### src/rtl/bre_pkg.sv
// Shared types, codes and helper functions for the BER REAL encoder.
package bre_pkg;

  // Queue depth between the classify pipeline and the octet sequencer
  localparam int QUEUE_DEPTH = 2;

  // Field geometry of an IEEE double
  localparam int VALUE_W    = 64;
  localparam int FRAC_W     = 52;
  localparam int MANT_W     = 53;
  localparam int MANT_BYTES = 7;
  localparam int EXPO_W     = 12;
  localparam logic [10:0] EXP_ALL_ONES = 11'h7ff;
  localparam logic signed [EXPO_W-1:0] EXP_BIAS_SHIFT = 12'sd1075;
  localparam logic signed [EXPO_W-1:0] EXP_SUBNORMAL  = -12'sd1074;

  // Value classes
  localparam logic [1:0] KIND_FINITE = 2'd0;
  localparam logic [1:0] KIND_ZERO   = 2'd1;
  localparam logic [1:0] KIND_INF    = 2'd2;
  localparam logic [1:0] KIND_NAN    = 2'd3;

  // Fixed octets
  localparam logic [7:0] INF_POS_OCTET = 8'h40;
  localparam logic [7:0] INF_NEG_OCTET = 8'h41;
  localparam logic [7:0] INF_LEN_OCTET = 8'h01;
  localparam logic [7:0] BINARY_HEADER = 8'h80;

  // One classified value waiting for the octet sequencer
  typedef struct packed {
    logic [1:0]               kind;
    logic                     sign;
    logic                     elen2;   // exponent takes two octets
    logic [2:0]               mlen;    // mantissa octets, 1..7
    logic signed [EXPO_W-1:0] expo;
    logic [MANT_W-1:0]        mant;    // trailing zeros stripped
  } bre_item_t;

  // Position of the lowest set bit of a nonzero octet
  function automatic logic [2:0] bre_ctz8(input logic [7:0] b);
    logic [2:0] r;
    r = 3'd0;
    for (int i = 7; i >= 0; i--) begin
      if (b[i]) r = 3'(i);
    end
    return r;
  endfunction

  // Position of the highest set bit of a nonzero octet
  function automatic logic [2:0] bre_msb8(input logic [7:0] b);
    logic [2:0] r;
    r = 3'd0;
    for (int i = 0; i < 8; i++) begin
      if (b[i]) r = 3'(i);
    end
    return r;
  endfunction

endpackage

### src/rtl/bre_front.sv
// Front end: classifies the double, strips trailing zeros, sizes the fields.
module bre_front (
  input  logic                   clk,
  input  logic                   rst_n,
  input  logic                   in_valid,
  output logic                   in_stall,
  input  logic [63:0]            in_value_bits,
  input  logic                   q_full,
  output logic                   q_push,
  output bre_pkg::bre_item_t     q_item
);
  import bre_pkg::*;

  // Stage 1: field split and per-octet bit positions
  logic                     s1_valid_r;
  logic [1:0]               s1_kind_r;
  logic                     s1_sign_r;
  logic [MANT_W-1:0]        s1_mant_r;
  logic signed [EXPO_W-1:0] s1_ebase_r;
  logic [MANT_BYTES-1:0]    s1_nz_r;
  logic [2:0]               s1_ctz_r [MANT_BYTES];
  logic [2:0]               s1_msb_r [MANT_BYTES];

  // Stage 2: trailing zero count and significant span
  logic                     s2_valid_r;
  logic [1:0]               s2_kind_r;
  logic                     s2_sign_r;
  logic [MANT_W-1:0]        s2_mant_r;
  logic signed [EXPO_W-1:0] s2_ebase_r;
  logic [5:0]               s2_tz_r;
  logic [5:0]               s2_span_r;

  logic        en1;
  logic        en2;
  logic [10:0] efield;
  logic [FRAC_W-1:0] frac;
  logic [1:0]  kind_in;
  logic [MANT_W-1:0] mant_in;
  logic [8*MANT_BYTES-1:0] mant_pad;
  logic [2:0]  lo_byte;
  logic [2:0]  hi_byte;
  logic [5:0]  tz;
  logic [5:0]  msb_pos;
  logic [6:0]  bit_len;
  logic signed [EXPO_W-1:0] expo;

  // Pipeline flow control
  assign q_push   = s2_valid_r && !q_full;
  assign en2      = !s2_valid_r || q_push;
  assign en1      = !s1_valid_r || en2;
  assign in_stall = !en1;

  // Classify the raw value
  assign efield  = in_value_bits[62:52];
  assign frac    = in_value_bits[FRAC_W-1:0];
  assign mant_in = {(efield != 11'd0), frac};
  assign mant_pad = {{(8*MANT_BYTES-MANT_W){1'b0}}, mant_in};

  always_comb begin
    if (efield == EXP_ALL_ONES) begin
      kind_in = (frac != '0) ? KIND_NAN : KIND_INF;
    end else if (efield == 11'd0 && frac == '0) begin
      kind_in = KIND_ZERO;
    end else begin
      kind_in = KIND_FINITE;
    end
  end

  always_ff @(posedge clk) begin
    if (!rst_n) begin
      s1_valid_r <= 1'b0;
    end else if (en1) begin
      s1_valid_r <= in_valid;
    end
  end

  always_ff @(posedge clk) begin
    if (en1) begin
      s1_kind_r  <= kind_in;
      s1_sign_r  <= in_value_bits[63];
      s1_mant_r  <= mant_in;
      s1_ebase_r <= (efield == 11'd0) ? EXP_SUBNORMAL :
                    ($signed({1'b0, efield}) - EXP_BIAS_SHIFT);
      for (int b = 0; b < MANT_BYTES; b++) begin
        s1_nz_r[b]  <= (mant_pad[8*b +: 8] != 8'd0);
        s1_ctz_r[b] <= bre_ctz8(mant_pad[8*b +: 8]);
        s1_msb_r[b] <= bre_msb8(mant_pad[8*b +: 8]);
      end
    end
  end

  // Lowest and highest nonzero octets of the significand
  always_comb begin
    lo_byte = 3'd0;
    hi_byte = 3'd0;
    for (int b = MANT_BYTES - 1; b >= 0; b--) begin
      if (s1_nz_r[b]) lo_byte = 3'(b);
    end
    for (int b = 0; b < MANT_BYTES; b++) begin
      if (s1_nz_r[b]) hi_byte = 3'(b);
    end
  end

  assign tz      = {lo_byte, s1_ctz_r[lo_byte]};
  assign msb_pos = {hi_byte, s1_msb_r[hi_byte]};

  always_ff @(posedge clk) begin
    if (!rst_n) begin
      s2_valid_r <= 1'b0;
    end else if (en2) begin
      s2_valid_r <= s1_valid_r;
    end
  end

  always_ff @(posedge clk) begin
    if (en2) begin
      s2_kind_r  <= s1_kind_r;
      s2_sign_r  <= s1_sign_r;
      s2_mant_r  <= s1_mant_r;
      s2_ebase_r <= s1_ebase_r;
      s2_tz_r    <= tz;
      s2_span_r  <= msb_pos - tz;
    end
  end

  // Strip, adjust exponent and size the octet fields
  assign bit_len = {1'b0, s2_span_r} + 7'd1;
  assign expo    = s2_ebase_r + $signed({6'd0, s2_tz_r});

  always_comb begin
    q_item.kind  = s2_kind_r;
    q_item.sign  = s2_sign_r;
    q_item.expo  = expo;
    q_item.elen2 = (expo < -12'sd128) || (expo > 12'sd127);
    q_item.mlen  = 3'(bit_len >> 3) + 3'd1;
    q_item.mant  = s2_mant_r >> s2_tz_r;
  end

endmodule

### src/rtl/bre_queue.sv
// Small FIFO that decouples the classify pipeline from the octet sequencer.
module bre_queue #(
  parameter int DEPTH = bre_pkg::QUEUE_DEPTH
) (
  input  logic               clk,
  input  logic               rst_n,
  input  logic               push,
  input  bre_pkg::bre_item_t wr_item,
  input  logic               pop,
  output bre_pkg::bre_item_t rd_item,
  output logic               full,
  output logic               empty
);
  import bre_pkg::*;

  localparam int PTR_W = $clog2(DEPTH);
  localparam int CNT_W = $clog2(DEPTH + 1);

  bre_item_t         mem_r [DEPTH];
  logic [PTR_W-1:0]  wr_ptr_r;
  logic [PTR_W-1:0]  rd_ptr_r;
  logic [CNT_W-1:0]  count_r;
  logic [PTR_W-1:0]  wr_ptr_nxt;
  logic [PTR_W-1:0]  rd_ptr_nxt;
  logic [CNT_W-1:0]  count_nxt;

  assign full    = (count_r == CNT_W'(DEPTH));
  assign empty   = (count_r == '0);
  assign rd_item = mem_r[rd_ptr_r];

  // Pointer and occupancy update
  always_comb begin
    wr_ptr_nxt = wr_ptr_r;
    rd_ptr_nxt = rd_ptr_r;
    count_nxt  = count_r;
    if (push) begin
      wr_ptr_nxt = (wr_ptr_r == PTR_W'(DEPTH - 1)) ? '0 : wr_ptr_r + 1'b1;
    end
    if (pop) begin
      rd_ptr_nxt = (rd_ptr_r == PTR_W'(DEPTH - 1)) ? '0 : rd_ptr_r + 1'b1;
    end
    if (push && !pop) begin
      count_nxt = count_r + 1'b1;
    end else if (pop && !push) begin
      count_nxt = count_r - 1'b1;
    end
  end

  always_ff @(posedge clk) begin
    if (!rst_n) begin
      wr_ptr_r <= '0;
      rd_ptr_r <= '0;
      count_r  <= '0;
    end else begin
      wr_ptr_r <= wr_ptr_nxt;
      rd_ptr_r <= rd_ptr_nxt;
      count_r  <= count_nxt;
    end
  end

  always_ff @(posedge clk) begin
    if (push) begin
      mem_r[wr_ptr_r] <= wr_item;
    end
  end

endmodule

### src/rtl/bre_back.sv
// Back end: walks one queued value out as octets, one per cycle unless out_stall holds.
module bre_back (
  input  logic               clk,
  input  logic               rst_n,
  input  bre_pkg::bre_item_t head,
  input  logic               q_empty,
  output logic               q_pop,
  output logic               out_valid,
  input  logic               out_stall,
  output logic [7:0]         out_byte,
  output logic               out_last_byte,
  output logic               out_nan_error
);
  import bre_pkg::*;

  logic [3:0] idx_r;
  logic [3:0] idx_nxt;
  logic       out_valid_r;
  logic [7:0] byte_r;
  logic       last_r;
  logic       nan_r;

  logic       load;
  logic [7:0] byte_c;
  logic       last_c;
  logic       nan_c;
  logic [3:0] blen;
  logic [3:0] mant_start;
  logic [3:0] mant_pos;
  logic [2:0] mant_sel;
  logic [63:0] mant_pad;
  logic [7:0] mant_octet;
  logic [7:0] exp_hi;

  assign load  = !out_valid_r || !out_stall;
  assign q_pop = load && !q_empty && last_c;

  // Octet geometry of the value at the head of the queue
  assign blen       = 4'd2 + {3'd0, head.elen2} + {1'b0, head.mlen};
  assign mant_start = 4'd3 + {3'd0, head.elen2};
  assign mant_pos   = idx_r - mant_start;
  assign mant_sel   = head.mlen - 3'd1 - mant_pos[2:0];
  assign mant_pad   = {{(64-MANT_W){1'b0}}, head.mant};
  assign mant_octet = mant_pad[8*mant_sel +: 8];
  assign exp_hi     = {{4{head.expo[EXPO_W-1]}}, head.expo[EXPO_W-1:8]};

  // Octet at the current position
  always_comb begin
    byte_c = 8'd0;
    last_c = 1'b0;
    nan_c  = 1'b0;
    case (head.kind)
      KIND_NAN: begin
        last_c = 1'b1;
        nan_c  = 1'b1;
      end
      KIND_ZERO: begin
        last_c = 1'b1;
      end
      KIND_INF: begin
        if (idx_r == 4'd0) begin
          byte_c = INF_LEN_OCTET;
        end else begin
          byte_c = head.sign ? INF_NEG_OCTET : INF_POS_OCTET;
          last_c = 1'b1;
        end
      end
      KIND_FINITE: begin
        last_c = (idx_r == blen);
        if (idx_r == 4'd0) begin
          byte_c = {4'd0, blen};
        end else if (idx_r == 4'd1) begin
          byte_c = BINARY_HEADER | {1'b0, head.sign, 5'd0, head.elen2};
        end else if (idx_r == 4'd2 && head.elen2) begin
          byte_c = exp_hi;
        end else if (idx_r < mant_start) begin
          byte_c = head.expo[7:0];
        end else begin
          byte_c = mant_octet;
        end
      end
      default: begin
        byte_c = 8'd0;
      end
    endcase
  end

  // Position counter within the current value
  always_comb begin
    idx_nxt = idx_r;
    if (load && !q_empty) begin
      idx_nxt = last_c ? 4'd0 : idx_r + 4'd1;
    end
  end

  always_ff @(posedge clk) begin
    if (!rst_n) begin
      idx_r       <= 4'd0;
      out_valid_r <= 1'b0;
    end else begin
      idx_r <= idx_nxt;
      if (load) out_valid_r <= !q_empty;
    end
  end

  // Output register
  always_ff @(posedge clk) begin
    if (load) begin
      byte_r <= byte_c;
      last_r <= last_c;
      nan_r  <= nan_c;
    end
  end

  assign out_valid     = out_valid_r;
  assign out_byte      = byte_r;
  assign out_last_byte = last_r;
  assign out_nan_error = nan_r;

endmodule

### src/rtl/ber_real_encoder.sv
// Path: a value passes the front-end stage registers, the queue and the output register.
// Throughput: one octet per cycle while out_stall is low; a value is 1 to 11 octets
// at the octet sequencer (1 for zero or NaN, 2 for infinity, 2 + exponent + mantissa
// octets otherwise), which sets the sustained input rate.
// Reset: synchronous, active low; clears pipeline valids, queue pointers and output valid.
module ber_real_encoder #(
  parameter int QUEUE_DEPTH = bre_pkg::QUEUE_DEPTH
) (
  input  logic        clk,
  input  logic        rst_n,
  input  logic        in_valid,
  output logic        in_stall,
  input  logic [63:0] in_value_bits,
  output logic        out_valid,
  input  logic        out_stall,
  output logic [7:0]  out_byte,
  output logic        out_last_byte,
  output logic        out_nan_error
);
  import bre_pkg::*;

  bre_item_t push_item;
  bre_item_t head_item;
  logic      q_push;
  logic      q_pop;
  logic      q_full;
  logic      q_empty;

  bre_front u_front (
    .clk           (clk),
    .rst_n         (rst_n),
    .in_valid      (in_valid),
    .in_stall      (in_stall),
    .in_value_bits (in_value_bits),
    .q_full        (q_full),
    .q_push        (q_push),
    .q_item        (push_item)
  );

  bre_queue #(
    .DEPTH (QUEUE_DEPTH)
  ) u_queue (
    .clk     (clk),
    .rst_n   (rst_n),
    .push    (q_push),
    .wr_item (push_item),
    .pop     (q_pop),
    .rd_item (head_item),
    .full    (q_full),
    .empty   (q_empty)
  );

  bre_back u_back (
    .clk           (clk),
    .rst_n         (rst_n),
    .head          (head_item),
    .q_empty       (q_empty),
    .q_pop         (q_pop),
    .out_valid     (out_valid),
    .out_stall     (out_stall),
    .out_byte      (out_byte),
    .out_last_byte (out_last_byte),
    .out_nan_error (out_nan_error)
  );

endmodule

### config.mk
export PLATFORM = sky130hd
export DESIGN_NAME = ber_real_encoder
export DESIGN_NICKNAME = d
export VERILOG_FILES = /design/src/rtl/bre_pkg.sv /design/src/rtl/bre_front.sv /design/src/rtl/bre_queue.sv /design/src/rtl/bre_back.sv /design/src/rtl/ber_real_encoder.sv
export SDC_FILE = /design/constraint.sdc
export NUM_CORES = 1
export LEC_CHECK = 0
export BUFFER_PORTS_ARGS = -buffer_cell sky130_fd_sc_hd__buf_2
export CAP_MARGIN = 0
export CORE_MARGIN = 4
export CORE_UTILIZATION = 60
export CTS_BUF_LIST = sky130_fd_sc_hd__clkbuf_4
export CTS_CLUSTER_SIZE = 20
export DETAILED_ROUTE_END_ITERATION = 8
export PLACE_DENSITY = 0.82
export SKIP_LAST_GASP = 1
export SLEW_MARGIN = 40
export SYNTH_ARGS = -nofsm -noshare
export SYNTH_HDL_FRONTEND = slang
export SYNTH_SLANG_ARGS = --single-unit
### constraint.sdc
create_clock -name clk -period 4.63 [get_ports clk]
set_input_delay 0.926 -clock clk [delete_from_list [all_inputs] [get_ports clk]]
set_output_delay 0.926 -clock clk [all_outputs]
set_load 0.1 [all_outputs]
Yosys cells after proc, flatten, opt, wreduce, memory -nomap -nowiden
Memory sizes are Yosys's and may differ from the RTL's. A register that Yosys moved wholly into a read port is not among the register bits.
Cells that the tools add are included.

word-level totals
  register bits after elaboration = 176
  bits in writable memories = 186
  input bits = 68
  output and inout bits = 12
  logic and storage cells = 239
  memories kept = 3

cells by class
  add/sub/neg operators = 16
  order comparisons = 3
  equal/unequal tests = 8
  shifts and indexed selects = 2
  muxes and demuxes = 150
  reduce and logical (&&, ||, !) cells = 36

memories
  name              depth  width  read ports  clocked after Yosys merged registers in  write ports  line             text
  u_queue.mem_r     2      72     1           1                                        1            bre_queue.sv:19  bre_item_t mem_r [DEPTH];
  u_front.s1_ctz_r  7      3      1           0                                        7            bre_front.sv:21  logic [2:0] s1_ctz_r [MANT_BYTES];
  u_front.s1_msb_r  7      3      1           0                                        7            bre_front.sv:22  logic [2:0] s1_msb_r [MANT_BYTES];

operators by type and width
  kind                                                                               number
  3-bit two-way mux                                                                  102
  64-bit by 7-bit indexed part select with 8-bit output                              1
  8-bit nonzero test                                                                 7
  53-bit by 6-bit >> shifter with 53-bit output                                      1
  52-bit logical NOT                                                                 1
  52-bit nonzero test                                                                1
  8-bit two-way mux                                                                  5
  2-bit two-way mux                                                                  19
  1-bit two-way mux                                                                  21
  8-bit one-hot mux with 2 select lines                                              1
  12-bit by 7-bit adder with 12-bit output                                           1
  12-bit by 8-bit greater-than comparator with 1-bit output (second input constant)  1
  12-bit by 8-bit less-than comparator with 1-bit output (second input constant)     1
  11-bit by 11-bit subtractor with 12-bit output (second input constant)             1
  11-bit == test (second input constant)                                             1
  11-bit logical NOT                                                                 1
  11-bit nonzero test                                                                1
  1-bit logical NOT                                                                  9
  1-bit logical AND                                                                  7
  2-bit by 1-bit adder with 3-bit output (first input constant)                      2
  6-bit by 1-bit adder with 6-bit output (second input constant)                     1
  2-bit == test (second input constant)                                              3
  3-bit subtractor                                                                   2
  6-bit subtractor                                                                   1
  other kinds (19)                                                                   24

Longest topological paths before layout
Gate-level depths: netlist of the first run.

  depth in word-level cells = 9
  depth in mapped cells = 18
  mapped depth without buffers = 14

Modules after synthesis
Synthesis of the first run repeated with hierarchy kept, for this count alone.

unflattened totals
  cells, all modules = 1,411
  area, all modules = 18,625.4 sq um

modules (own cells, without submodules)
  module     instances  cells an instance  area each (sq um)  sequential area each (sq um)
  bre_front  1          994                11,548.6           5,925.7
  bre_queue  1          246                5,440.2            4,424.2
  bre_back   1          171                1,636.6            400.4

Worst setup path before layout of the first run
OpenSTA, ideal clock, no wires.

  kind = reg2out
  start point = register u_queue.count_r[0]
  end point = output port in_stall
  arrival time = 4,524 ps
  data required time = 3,704 ps
  setup slack = -820 ps
  cell stages (with the launch flop) = 5
  buffers on the path = 0
  path through = dfxtp_1 > nand2b_1 > nor2_1 > nand2_1 > inv_1

on the way
  cells in the longest elaborated chain, start to end = 6

ends and longest elaborated chain
  element                 line                    text
  from (decl)             bre_queue.sv:22         logic [CNT_W-1:0] count_r;
  from (signal assigned)  bre_queue.sv:57         count_r <= count_nxt;
  2-bit == test           bre_queue.sv:27         assign full = (count_r == CNT_W'(DEPTH));
  1-bit logical NOT       bre_front.sv:48         assign q_push = s2_valid_r && !q_full;
  1-bit logical AND       bre_front.sv:48
  1-bit logical OR        bre_front.sv:49         assign en2 = !s2_valid_r || q_push;
  1-bit logical OR        bre_front.sv:50         assign en1 = !s1_valid_r || en2;
  1-bit logical NOT       bre_front.sv:51         assign in_stall = !en1;
  to (decl)               ber_real_encoder.sv:12  output logic in_stall,

No other way between the ends.

==> impl_metrics.toml, run 1 <==
[status]
outcome = "complete, no violations"

[pwr]
pwr-share-comb = 0.307
p_sw_mw = 3.202
leakagePower_nw = 7.426
p_clk_frac = 0.264
p_per_area_mw_per_mm2 = 485.7
internal_power_mw = 6.600
ir_worst_vdd_uv = 303.8
seqPwrFrac = 0.428
switching_share = 0.3267

[floorplanning]
start_util = 0.6142
fp.coreArea_sq_mm = 0.02987
fp.dieW_microns = 182.9
die-area_sq_mm = 0.03345
die_h_microns = 182.9
row_count = 63
pin_count = 80

[worst_setup_path]
r2r_end = "u_queue.count_r[1]"
cp.required_ns = 5.31
cpPeakStageDelay_ns = 0.48
worstSetupEndpointType = "register"
reg2reg_slack_ns = 0.94
endpoint = "u_queue.count_r[1]"
reg2reg_depth = 14
slowest_stage = "mux2i_1"
path_class = "register to register"
worst-path-max-fanout = 30
worstPathArrival_ns = 4.37
cp_cell_sequence = "buf_4 -> mux2i_1 -> inv_1 -> ha_1 -> inv_1 -> ha_1 -> xnor3_1 -> and4_1 -> a21oi_1 -> inv_1 -> nand2_1 -> ha_1 -> or3_1 -> a21oi_1"
start_kind = "register"

[cts]
cts_root_buf = "clkbuf_4"
numCtsBuffers = 87
clock-sinks = 362
cts_buffer_depth = 3
cts_tree = "done"
h-tree-depth = 3
post_cts_resize_count = 0
holdBufCountCts = 0
cts.reportedPaths.clkPinSlew_ns = 0.07
postCtsSetupBuffers = 0
clk_latency_ns = 0.76

[sta]
period_minus_slack_ns = 3.687
period_share = 0.7964
worst_slew_pin_slew_ns = 0.8497
setup_viol = 0
fin_skew_ns = 0.04899
slew_violations = 0
rsz0062_at_grt = "no"
finalSetupTns_ns = 0
hold_violations = 0
fmax_ghz = 0.2712
slew_headroom = 0.4335

[placed_design]
hpwl_microns = 28320
place_area_sq_mm = 0.01904
numPortBuffers = 79
place.gp.congestion = 0.9562

[global_route]
track_usage = 0.2365
grt_pass1_wl_microns = 61670
grt_pass1_vias = 11640
grt-ovfl-total = 0
antenna_found_initial = 1
grt_max_degree = 87

[logic_synthesis]
netlist_instances = 1312
synth.distinct_cells = 74
synth_edf_count = 350
synth_ff_type = "edfxtp_1"
yosys_warnings = 0
synth-seq-area-share = 0.5858
ys_async_sr_fraction = 0
synth_area_leaders = "edfxtp_1 (57%), mux4_2 (11%), mux2i_1 (3.8%), mux2_2 (2.7%), nor2_1 (2.4%)"
synth_top_area_frac = 0.5728
syn_area_per_cell_sq_um = 13.99
synth_area_sq_mm = 0.01835
yosys_register_bits = 362
synth_most_common_cell = "edfxtp_1"
synth_commonest_cells = "edfxtp_1 (350), nor2_1 (119), mux4_2 (89)"
yosysTopAreaCell = "edfxtp_1"
postSynthNetCount = 1409

[min_path]
hold_depth = 1
worstHoldPathType = "input pin to register"

[routing]
drt-initial-drc-count = 1234
viasPerCell = 6.249
drc = 0
ant_nets = 0
wl_microns = 39020
vias = 11830
wire_per_inst_microns = 20.61
drt_first_pass_iters = 7

[final_layout]
drive_above_1_share = 0.2552
finalNetCount = 1528
post-route-cell-area_sq_mm = 0.02018
final_util = 0.6756
area_growth_pct = 9.989

[run]
maxCapViolations = 0
## cells in the final DEF, fill, tap and decap left out, drive strengths merged, types with 15 or more instances in the layout
cell type    n
nand3       19
mux2i       71
o21bai      15
edfxtp     350
o21ai       43
mux2        44
a21oi       75
o22ai       16
inv         56
clkinv      33
xnor2       20
clkbuf     125
a211oi      18
ha          24
nand2       72
buf         96
nor2       119
mux4        89
## kinds of logic (layout without fill, tap and decap cells)
group	after synthesis	in the layout	share of synthesized area
AO/OA/AOI/OAI	255	255	0.09137
buffers and inverters	124	313	0.03123
flip-flops	362	362	0.5858
AND/OR/NAND/NOR	303	303	0.07712
XOR/XNOR	35	35	0.01746
other	0	2	0
multiplexers	204	204	0.1752
adder cells (fa/ha/maj)	29	29	0.02182
## metrics by stage
| stage | hold WS, ns | power, mW | worst slack [ns] | std cells |
|---|---|---|---|---|
| after floorplan | 0.4003 | 6.506 | 0.4928 | 1312 |
| after global placement | 0.4008 | 7.158 | 1.139 | 1732 |
| after detailed placement | 0.4045 | 7.251 | 0.9759 | 1732 |
| after CTS | 0.2666 | 9.856 | 0.9631 | 1891 |
| after global routing | 0.2765 | 10.34 | 0.6645 | 1893 |
| final | 0.3451 | 9.802 | 0.9427 | 1893 |
## power groups by stage
| stage | logic, mW | clock network (mW) | registers (mW) |
|---|---|---|---|
| after global routing | 3.26 | 2.85 | 4.23 |
| final | 3.01 | 2.59 | 4.20 |
| after floorplan | 2.04 | 0 | 4.46 |
| after CTS | 3.00 | 2.66 | 4.20 |
| after detailed placement | 2.98 | 0 | 4.27 |
| after global placement | 2.91 | 0 | 4.25 |
## state kept, by name, indices dropped and copies added (netlist names), 2 cells and up, named ones only
| signal | count |
|---|---|
| u_back.idx_r | 4 |
| u_back.out_byte | 8 |
| u_front.s1_ctz_r | 21 |
| u_front.s1_ebase_r | 12 |
| u_front.s1_kind_r | 2 |
| u_front.s1_mant_r | 53 |
| u_front.s1_msb_r | 20 |
| u_front.s1_nz_r | 7 |
| u_front.s2_ebase_r | 12 |
| u_front.s2_kind_r | 2 |
| u_front.s2_mant_r | 53 |
| u_front.s2_span_r | 6 |
| u_front.s2_tz_r | 6 |
| u_queue.count_r | 2 |
| u_queue.mem_r | 144 |
## per-layer routing
metal / up-vias / part of all wire / GRT usage
met1: 5754 / 0.40 / 0.3133
li1: 5442 / - / -
met2: 521 / 0.49 / 0.3827
met3: 112 / 0.073 / 0.04780
met4: 0 / 0.039 / 0.1097
met5: - / 0 / 0
## how the worst min path moves through the flow
| stage | startpoint | slack [ns] | to |
|---|---|---|---|
| global placement | u_front.s1_mant_r[13] | 0.40 | u_front.s2_mant_r[13] |
| finish | in_value_bits[63] | 0.35 | u_front.s1_sign_r |
| detailed placement | u_front.s1_ebase_r[5] | 0.40 | u_front.s2_ebase_r[5] |
| CTS | in_value_bits[63] | 0.27 | u_front.s1_sign_r |
| global route | in_value_bits[63] | 0.28 | u_front.s1_sign_r |
| floorplan | u_front.s1_ebase_r[0] | 0.40 | u_front.s2_ebase_r[0] |
## critical path: cells and delay by family, from the launching register on
family / cells / cell delay [ns]
adders and majority gates: 3 / 0.67
DFF: 1 / 0.33
buffers and inverters: 4 / 0.71
xor gates and xnor gates: 1 / 0.38
AOI/OAI and AO/OA: 2 / 0.39
muxes: 1 / 0.48
and+or+nand+nor: 3 / 0.65
## final cells by class
cell class	count	area, sq um
timing repair buffer	96	534.3
multi-input combinational	826	7046
inverter	58	217.7
fill	2027	9692
clock inverter	34	202.7
tap	390	488.0
antenna	2	5.005
clock buffer	125	938.4
sequential	362	10750
(Power assumes the default switching activity.)
==> inputs of run 2 (changes only) <==
Settings changed: ABC_AREA set to 1.
Clock period 4.63 ns to 3.7 ns, I/O delays scaled along.
==> run 2 against run 1 <==
  * First-iteration DRC count up 23%
  * Synthesized area grew 1.3%
  * Non-clock buffer count grew 6
  * Final area grew 0.24%
  * Worst hold slack got worse by 0.14 ns
  * Count of clock-buffer cells in the layout shrank 10
  * Critical path type unchanged
==> impl_metrics.toml, run 2 <==
[cts]
holdBufCountCts = 0
cts_root_buf = "clkbuf_4"
numCtsBuffers = 86
cts_buffer_depth = 3
post_cts_resize_count = 0
cts.reportedPaths.clkPinSlew_ns = 0.07
cts_tree = "done"
clk_latency_ns = 0.75
h-tree-depth = 3
postCtsSetupBuffers = 0
clock-sinks = 362

[sta]
period_minus_slack_ns = 3.246
period_share = 0.8774
rsz0062_at_grt = "no"
slew_headroom = 0.5024
setup_viol = 0
worst_slew_pin_slew_ns = 0.7456
fmax_ghz = 0.3080
fin_skew_ns = 0.08714
slew_violations = 0
hold_violations = 0

[logic_synthesis]
synth_commonest_cells = "nand2_1 (660), edfxtp_1 (350), nand3_1 (208)"
yosys_register_bits = 362
synth_ff_type = "edfxtp_1"
synth-seq-area-share = 0.5785
synth_edf_count = 350
syn_area_per_cell_sq_um = 9.082
synth_top_area_frac = 0.5656
yosysTopAreaCell = "edfxtp_1"
ys_async_sr_fraction = 0
yosys_warnings = 0
synth_area_sq_mm = 0.01858
synth.distinct_cells = 50
netlist_instances = 2046
synth_area_leaders = "edfxtp_1 (57%), nand2_1 (13%), nand3_1 (5.6%), nor2_1 (3.8%), inv_1 (3.2%)"
synth_most_common_cell = "nand2_1"
postSynthNetCount = 2143

[worst_setup_path]
r2r_end = "u_front.s2_span_r[5]"
worstSetupEndpointType = "register"
cp.required_ns = 4.17
worstPathArrival_ns = 3.72
rr_startpoint = "u_front.s1_nz_r[3]"
worst-path-max-fanout = 11
reg2reg_depth = 18
endpoint = "u_front.s2_span_r[5]"
reg2reg_slack_ns = 0.45
critPathLaunch = "u_front.s1_nz_r[3]"
path_class = "register to register"
start_kind = "register"

[floorplanning]
row_count = 64
die_h_microns = 184.0
fp.coreArea_sq_mm = 0.03059
start_util = 0.6075
pin_count = 80
die-area_sq_mm = 0.03385
fp.dieW_microns = 184.0

[final_layout]
final_util = 0.6614
largest_register_ffs = 144
final_cell_mix = "nand2_1 (660), edfxtp_1 (350), nand3_1 (208), nor2_1 (185), inv_1 (156)"
finalNetCount = 2245
reg.largest.list = "u_queue.mem_r: 144 flops, u_front.s1_mant_r: 53 flops, u_front.s2_mant_r: 53 flops"
largest_register = "u_queue.mem_r"
ff_latch_area_sq_mm = 0.01075
multiInputGateArea_sq_mm = 0.006725
layout_commonest_cell = "nand2_1"
drive_above_1_share = 0.1245
area_growth_pct = 8.882
nFillCells = 2367

[pwr]
p_per_area_mw_per_mm2 = 620.9
power_mw = 12.56
ir_worst_vdd_uv = 303.1
leakagePower_nw = 8.762

[global_route]
grt_pass1_wl_microns = 67770
grt-ovfl-total = 0
grt_max_degree = 82
antenna_found_initial = 2
track_usage = 0.2492
grt_pass1_vias = 13650

[run]
maxCapViolations = 0

[min_path]
worstHoldPathType = "input pin to register"

[routing]
wire_per_inst_microns = 16.16
ant_nets = 0
vias = 14490
drt_first_pass_iters = 8
drt-initial-drc-count = 1518
drc = 0
viasPerCell = 5.577
wl_microns = 41990

[placed_design]
numPortBuffers = 79
hpwl_microns = 29650
place.gp.congestion = 0.9784

[status]
outcome = "complete, no violations"
## run 2: stage by stage
step	TNS [ns]	setup WS, ns	area, sq um	instances	hold WS, ns
3_3_place_gp	0	0.5533	19180	2456	0.4022
4_1_cts	0	0.4752	20230	2596	0.1463
3_5_place_dp	0	0.4839	19190	2456	0.4045
5_1_grt	0	0.1758	20230	2598	0.1529
2_1_floorplan	-137.27	-1.183	18610	2046	0.4003
6_report	0	0.4536	20230	2598	0.2033
## run 2: worst max-delay path, stage by stage, from the launching register on
cell and delay (ns):
edfxtp_1 0.40, inv_1 0.10, o21ai_1 0.08, nand2_1 0.06, nand2_1 0.04, nand2_1 0.29, clkinv_1 0.37, o21ai_0 0.26
o22ai_1 0.14, nand2_1 0.08, nand2_1 0.08, inv_1 0.11, ha_1 0.24, nand2_1 0.07, nor2_1 0.04, a211oi_1 0.28
o21ai_0 0.13, a21oi_1 0.16, xnor2_1 0.07
## run 2: final cells by class
| cell class | count | share of cell area |
|---|---|---|
| flip-flops and latches | 362 | 0.5315 |
| diodes | 2 | 0.0002474 |
| inverters | 166 | 0.03154 |
| clock inverters | 25 | 0.008349 |
| clock buffers | 115 | 0.04267 |
| well taps | 396 | 0.02449 |
| repair buffers | 102 | 0.02882 |
| multi-input cells | 1430 | 0.3324 |
## run 2: cell families after synthesis
logic type      share of synthesized area
fa+ha+maj                         0.02155
flops                              0.5785
xor+xnor                          0.01037
mux                              0.003771
simple gates                       0.2514
buf+inv                           0.06134
compound gates                    0.07306
## run 2: routing by layer
layer / up-vias / wire, microns / GRT usage
met5: - / 0 / 0
met4: 0 / 1563 / 0.1085
met3: 109 / 2838 / 0.04373
met2: 582 / 20210 / 0.4006
met1: 6645 / 17380 / 0.3369
li1: 7152 / - / -
## run 2: worst min path at each step
stage	startpoint	endpoint	slack, ns	cells after the start
finish	in_value_bits[63]	u_front.s1_sign_r	0.20	1
global route	in_value_bits[63]	u_front.s1_sign_r	0.15	1
CTS	in_value_bits[63]	u_front.s1_sign_r	0.15	1
detailed placement	u_front.s1_ebase_r[10]	u_front.s2_ebase_r[10]	0.40	0
global placement	u_front.s1_ebase_r[9]	u_front.s2_ebase_r[9]	0.40	0
floorplan	u_front.s1_ebase_r[0]	u_front.s2_ebase_r[0]	0.40	0
## run 2: power by group
group	switching [mW]	internal, mW	total (mW)
Combinational	3.08	1.22	4.30
Clock	1.48	1.58	3.06
Sequential	0.156	5.05	5.20
